===== config.mk =====
export PLATFORM = sky130hd
export DESIGN_NAME = mei_ctrl
export DESIGN_NICKNAME = d
export VERILOG_FILES = /design/src/rtl/mei_pkg.sv /design/src/rtl/mei_ctrl.sv
export SDC_FILE = /design/constraint.sdc
export NUM_CORES = 1
export LEC_CHECK = 0
export BUFFER_PORTS_ARGS = -buffer_cell sky130_fd_sc_hd__buf_2
export CORE_AREA = 2 2 39 41
export DETAILED_ROUTE_END_ITERATION = 8
export DIE_AREA = 0 0 41 43
export GPL_ROUTABILITY_DRIVEN = 0
export PLACE_DENSITY = 0.4
export SLEW_MARGIN = 20
export SYNTH_ARGS = -nofsm -noshare
export SYNTH_HDL_FRONTEND = slang
export SYNTH_SLANG_ARGS = --single-unit

===== constraint.sdc =====
create_clock -name clk -period 1.8 [get_ports clk]
set_clock_uncertainty 0.2 [all_clocks]
set_input_delay 0.18 -clock clk [delete_from_list [all_inputs] [get_ports clk]]
set_output_delay 0.18 -clock clk [all_outputs]
set_load 0.05 [all_outputs]

===== src/rtl/mei_pkg.sv =====
`timescale 1ns / 1ps
`default_nettype none
// ---------------------------------------------------------------------------
// mei_pkg: shared constants and types
// Fixed-point widths and the controller/datapath command and status bundles.
// ---------------------------------------------------------------------------
package mei_pkg;

  localparam int FRAC_BITS   = 27;
  localparam int COUNT_WIDTH = 10;
  localparam int C_WIDTH     = 32;

  // z stays below 2^31 + 2^(FRAC_BITS+3) in magnitude after any update
  localparam int Z_MAG_BITS  = (C_WIDTH > FRAC_BITS + 3) ? C_WIDTH : FRAC_BITS + 3;
  localparam int Z_WIDTH     = Z_MAG_BITS + 2;

  // operands reach the multipliers only when |x|,|y| < 2.0
  localparam int MUL_WIDTH   = FRAC_BITS + 2;
  localparam int PROD_WIDTH  = 2 * MUL_WIDTH;
  localparam int SQ_WIDTH    = PROD_WIDTH - FRAC_BITS;
  localparam int XY_WIDTH    = SQ_WIDTH + 1;
  localparam int SUM_WIDTH   = SQ_WIDTH + 1;

  localparam logic [COUNT_WIDTH-1:0] MAX_ITER_RESET = COUNT_WIDTH'(511);

  typedef struct packed {
    logic load;    // capture c, z = c, count = 0
    logic mul;     // register x^2, y^2, 2xy
    logic update;  // z = z^2 + c, count++
  } mei_cmd_t;

  typedef struct packed {
    logic range_esc;  // |x| or |y| >= 2
    logic at_limit;   // count reached max
    logic sum_esc;    // x^2 + y^2 >= 4
  } mei_stat_t;

endpackage
`default_nettype wire


===== src/rtl/mei_ctrl.sv =====
`timescale 1ns / 1ps
`default_nettype none
// ---------------------------------------------------------------------------
// mei_ctrl: iteration sequencer
// Alternates multiply and update steps until escape or the count limit,
// then strobes the result for one cycle.
// ---------------------------------------------------------------------------
module mei_ctrl
  import mei_pkg::*;
(
  input  wire logic      clk,
  input  wire logic      rst_n,
  input  wire logic      start,
  output logic           busy,
  output logic           done,
  output mei_cmd_t       cmd,
  input  wire mei_stat_t stat
);

  typedef enum logic [1:0] {
    ST_IDLE,
    ST_MUL,
    ST_UPD
  } state_t;

  state_t state_r, state_nxt;
  logic   done_r, done_nxt;

  always_comb begin
    state_nxt  = state_r;
    done_nxt   = 1'b0;
    cmd.load   = 1'b0;
    cmd.mul    = 1'b0;
    cmd.update = 1'b0;
    unique case (state_r)
      ST_IDLE: begin
        if (start) begin
          cmd.load  = 1'b1;
          state_nxt = ST_MUL;
        end
      end
      ST_MUL: begin
        if (stat.at_limit || stat.range_esc) begin
          done_nxt  = 1'b1;
          state_nxt = ST_IDLE;
        end else begin
          cmd.mul   = 1'b1;
          state_nxt = ST_UPD;
        end
      end
      ST_UPD: begin
        if (stat.sum_esc) begin
          done_nxt  = 1'b1;
          state_nxt = ST_IDLE;
        end else begin
          cmd.update = 1'b1;
          state_nxt  = ST_MUL;
        end
      end
      default: begin
        state_nxt = ST_IDLE;
      end
    endcase
  end

  always_ff @(posedge clk) begin
    if (!rst_n) begin
      state_r <= ST_IDLE;
      done_r  <= 1'b0;
    end else begin
      state_r <= state_nxt;
      done_r  <= done_nxt;
    end
  end

  assign busy = (state_r != ST_IDLE);
  assign done = done_r;

endmodule
`default_nettype wire


==> run summary <==
PLACEMENT
----------------------------------------------------------------------------------
Buffers added on ports                                                          10
Pre-CTS setup slack                                                         316 ps
Total cell area at the placement stage                                     307 µm²

ROUTE
----------------------------------------------------------------------------------
Wire length after detailed routing                                          464 µm
Post-route antenna net violation count                                           0
First-pass detailed-route iteration total                                        1
DRC violation count after routing                                                0
Starting DRT DRC Count                                                           0
Via-to-Cell Ratio                                                             3.88
DR WL/cell                                                                 8.29 µm
Number of vias after detailed routing                                          217

SETUP PATH
----------------------------------------------------------------------------------
Signal arrival time at the worst endpoint                                  1290 ps
R2R Path Start                                                        state_r[1]$_SDFFE_PN0P_
Crit path launch type                                                    flip-flop
Reg-to-Reg End                                                        state_r[1]$_SDFFE_PN0P_
Setup slack on the worst flop-to-flop path                                  420 ps
Crit end category                                                       output pin
Biggest cell delay along the critical path                                  330 ps
CP top delay family                                                   buffers and inverters
Critical-path cell list                                               inv_1 -> ha_2 -> and2_2 -> buf_2
Startpoint-to-endpoint class of the critical path                     flip-flop to output pin
Levels on crit path                                                              4
Worst Path Required                                                        1420 ps
CP bufs+invs                                                                     2
Worst Reg-to-Reg Cells                                                           4
CP max-delay cell                                                     sky130_fd_sc_hd__dfxtp_1
Critical-path maximum fanout                                                     6

STA
----------------------------------------------------------------------------------
Min Hold Slack                                                             20.8 ps
Final setup violation count                                                      0
Max Clk Rate                                                               599 MHz
Number of max-slew violations in the final report                                0
Hold violation count in the final report                                         0
Post-route clock period utilization                                          0.928
Measured slew at the worst slew-check pin                                   247 ps
Slack of the critical path                                                  130 ps
Slew Limit Headroom                                                          0.837
Unrepaired setup endpoints after global routing                              false
Setup TNS                                                                     0 ps
Time the worst path needs with I/O delays and setup                        1670 ps

GRT
----------------------------------------------------------------------------------
Largest net degree at the start of global routing                                7
Wire length of the first global-routing pass                                890 µm
Via count of the first global-routing pass                                     219
Final global-route overflow total                                                0
Global router's overall resource usage                                      0.0822
Number of antenna violations at the first check in global routing                0

HOLD PATH
----------------------------------------------------------------------------------
End point of the worst hold path                                      state_r[0]$_SDFFE_PN0P_
Hold Crit Depth                                                                  2
Worst hold path type                                                  input pin to flip-flop
Launch point of the worst hold path                                          rst_n

YOSYS
----------------------------------------------------------------------------------
EDFF count, synth                                                                0
Syn nets                                                                        36
Flip-flop and latch count after synthesis                                        3
Asr flop ratio synth                                                             0
Mean Syn Cell Area                                                        9.10 µm²
Syn Std Cell Area                                                          236 µm²
Number of different library cells in the post-synthesis netlist                 16
Synth area leader                                                     sky130_fd_sc_hd__dfxtp_1
Top cells by count, synth                                             sky130_fd_sc_hd__ha_1, sky130_fd_sc_hd__inv_1, sky130_fd_sc_hd__dfxtp_1, sky130_fd_sc_hd__nand2_1
Most instantiated flip-flop cell in the synthesis netlist             sky130_fd_sc_hd__dfxtp_1
Total number of yosys warnings                                                   0
Cells after synthesis                                                           26
Top cell type's share of synthesized area                                    0.254
Most area-consuming cells after synthesis                             sky130_fd_sc_hd__dfxtp_1, sky130_fd_sc_hd__ha_1, sky130_fd_sc_hd__inv_1
Post-synthesis sequential area ratio                                         0.254

LAYOUT
----------------------------------------------------------------------------------
Final Core Density                                                           0.244
Antenna Diode Count                                                              0
Number of fillers in the final layout                                          161
Area used by sequential logic in the layout                               60.1 µm²
Area of all placed cells without fillers                                   338 µm²
Layout cells sized above 1                                                   0.425
Signed area change from the synthesized netlist to the final layout          42.9%
Footprint of the multi-input gates                                         164 µm²
Number of nets in the layout                                                    51

FLOORPLAN
----------------------------------------------------------------------------------
Area enclosed by the die boundary                                      0.00176 mm²
I/O Pins                                                                        11
CORE AREA                                                              0.00138 mm²
Effective utilization at floorplan                                           0.171
Rows                                                                            14
Vert. Die Dim                                                                43 µm
Overall die width                                                            41 µm

CLOCK NETWORK
----------------------------------------------------------------------------------
CTS Buf Count                                                                    3
Post-CTS setup-driven buffer insertion count                                     0
H-tree level count                                                               1
CTS Root Cell                                                         sky130_fd_sc_hd__clkbuf_4
Insertion delay of the later-clocked pin in the worst-skew pair             230 ps
TritonCTS clock tree                                                         built
Number of sinks driven by the clock tree                                         3
Largest buffer count on any clock path                                           2
Clock Pin Slew Worst Setup and Hold Paths                                    40 ps

POWER AND IR DROP
----------------------------------------------------------------------------------
Cell Pwr Density                                                        740 mW/mm²
Static leakage                                                            0.165 nW
Worst IR drop on VDD                                                      0.194 mV

STATUS
----------------------------------------------------------------------------------
Outcome                                                               finished clean

FLOW RUN
----------------------------------------------------------------------------------
Max-Cap Viols                                                                    0

## metal layers
metal,vias up,part of all wire,wire (µm),GRT usage
li1,116,-,-,-
met1,97,0.42,197,0.0929
met2,4,0.53,248,0.100
met3,0,0.041,19,0.0314
met4,0,0,0,0.100
met5,-,0,0,0
## worst max-delay path by stage
stage                                  from                 endpoint  slack (ps)
finish              state_r[1]$_SDFFE_PN0P_                   cmd[2]         130
global route        state_r[1]$_SDFFE_PN0P_                   cmd[1]        0.09
CTS                 state_r[0]$_SDFFE_PN0P_                   cmd[2]          60
detailed placement  state_r[0]$_SDFFE_PN0P_                   cmd[2]         320
global placement    state_r[1]$_SDFFE_PN0P_                   cmd[1]         330
floorplan           state_r[1]$_SDFFE_PN0P_  state_r[1]$_SDFFE_PN0P_          80
## report_power, final
part / switching (mW) / leakage (nW) / internal (mW) / total, mW
logic: 0.0383 / 0.125 / 0.0209 / 0.0592
clock network: 0.0352 / 0.0150 / 0.0831 / 0.118
registers: 0.00256 / 0.0245 / 0.0699 / 0.0724
## cells by family (layout without fill, tap and decap cells)
logic type               count (synthesis)  count (layout)  synth area share
AO/OA/AOI/OAI                            4               4             0.127
adder cells (fa/ha/maj)                  4               4             0.212
buffers and inverters                    4              18            0.0635
flip-flops                               3               3             0.254
AND/OR/NAND/NOR                         11              11             0.344
## state kept, by name, summed over array words and instances (netlist names)
name	cells
state_r	2
done	1
## area by class of cell
class,count,share of cell area
Sequential cell,3,0.178
Multi-Input combinational cell,19,0.485
Timing Repair Buffer,10,0.156
Tap cell,16,0.0593
Inverter,4,0.0444
Clock buffer,4,0.0778
## placed cells by master (no fill, tap or decap)
cell type	Yosys	final
sky130_fd_sc_hd__and2_2	1	1
sky130_fd_sc_hd__nand2b_1	1	1
sky130_fd_sc_hd__a32o_1	1	1
sky130_fd_sc_hd__a41o_1	1	1
sky130_fd_sc_hd__and2_1	1	1
sky130_fd_sc_hd__nor2b_1	1	1
sky130_fd_sc_hd__nor4b_2	1	1
sky130_fd_sc_hd__a21oi_1	1	1
sky130_fd_sc_hd__ha_2	0	1
sky130_fd_sc_hd__nand2_1	3	3
sky130_fd_sc_hd__ha_1	4	3
sky130_fd_sc_hd__inv_1	4	4
sky130_fd_sc_hd__o21ai_0	1	1
sky130_fd_sc_hd__clkbuf_4	0	4
sky130_fd_sc_hd__nor3b_2	1	1
sky130_fd_sc_hd__buf_2	0	9
sky130_fd_sc_hd__or2_1	1	1
sky130_fd_sc_hd__dfxtp_1	3	3
sky130_fd_sc_hd__and4b_1	1	1
sky130_fd_sc_hd__clkbuf_1	0	1
## through the flow
stage / instances / power, mW
floorplan: 26 / 0.114
global placement: 52 / 0.133
detailed placement: 52 / 0.132
CTS: 56 / 0.256
global route: 56 / 0.272
finish: 56 / 0.250
## what timing repair did
item,in CTS,in global routing
gates resized for setup,0,2
hold buffers,0,0
endpoints found under the setup margin,0,2
Note: power is estimated with default switching activity, not from simulation.
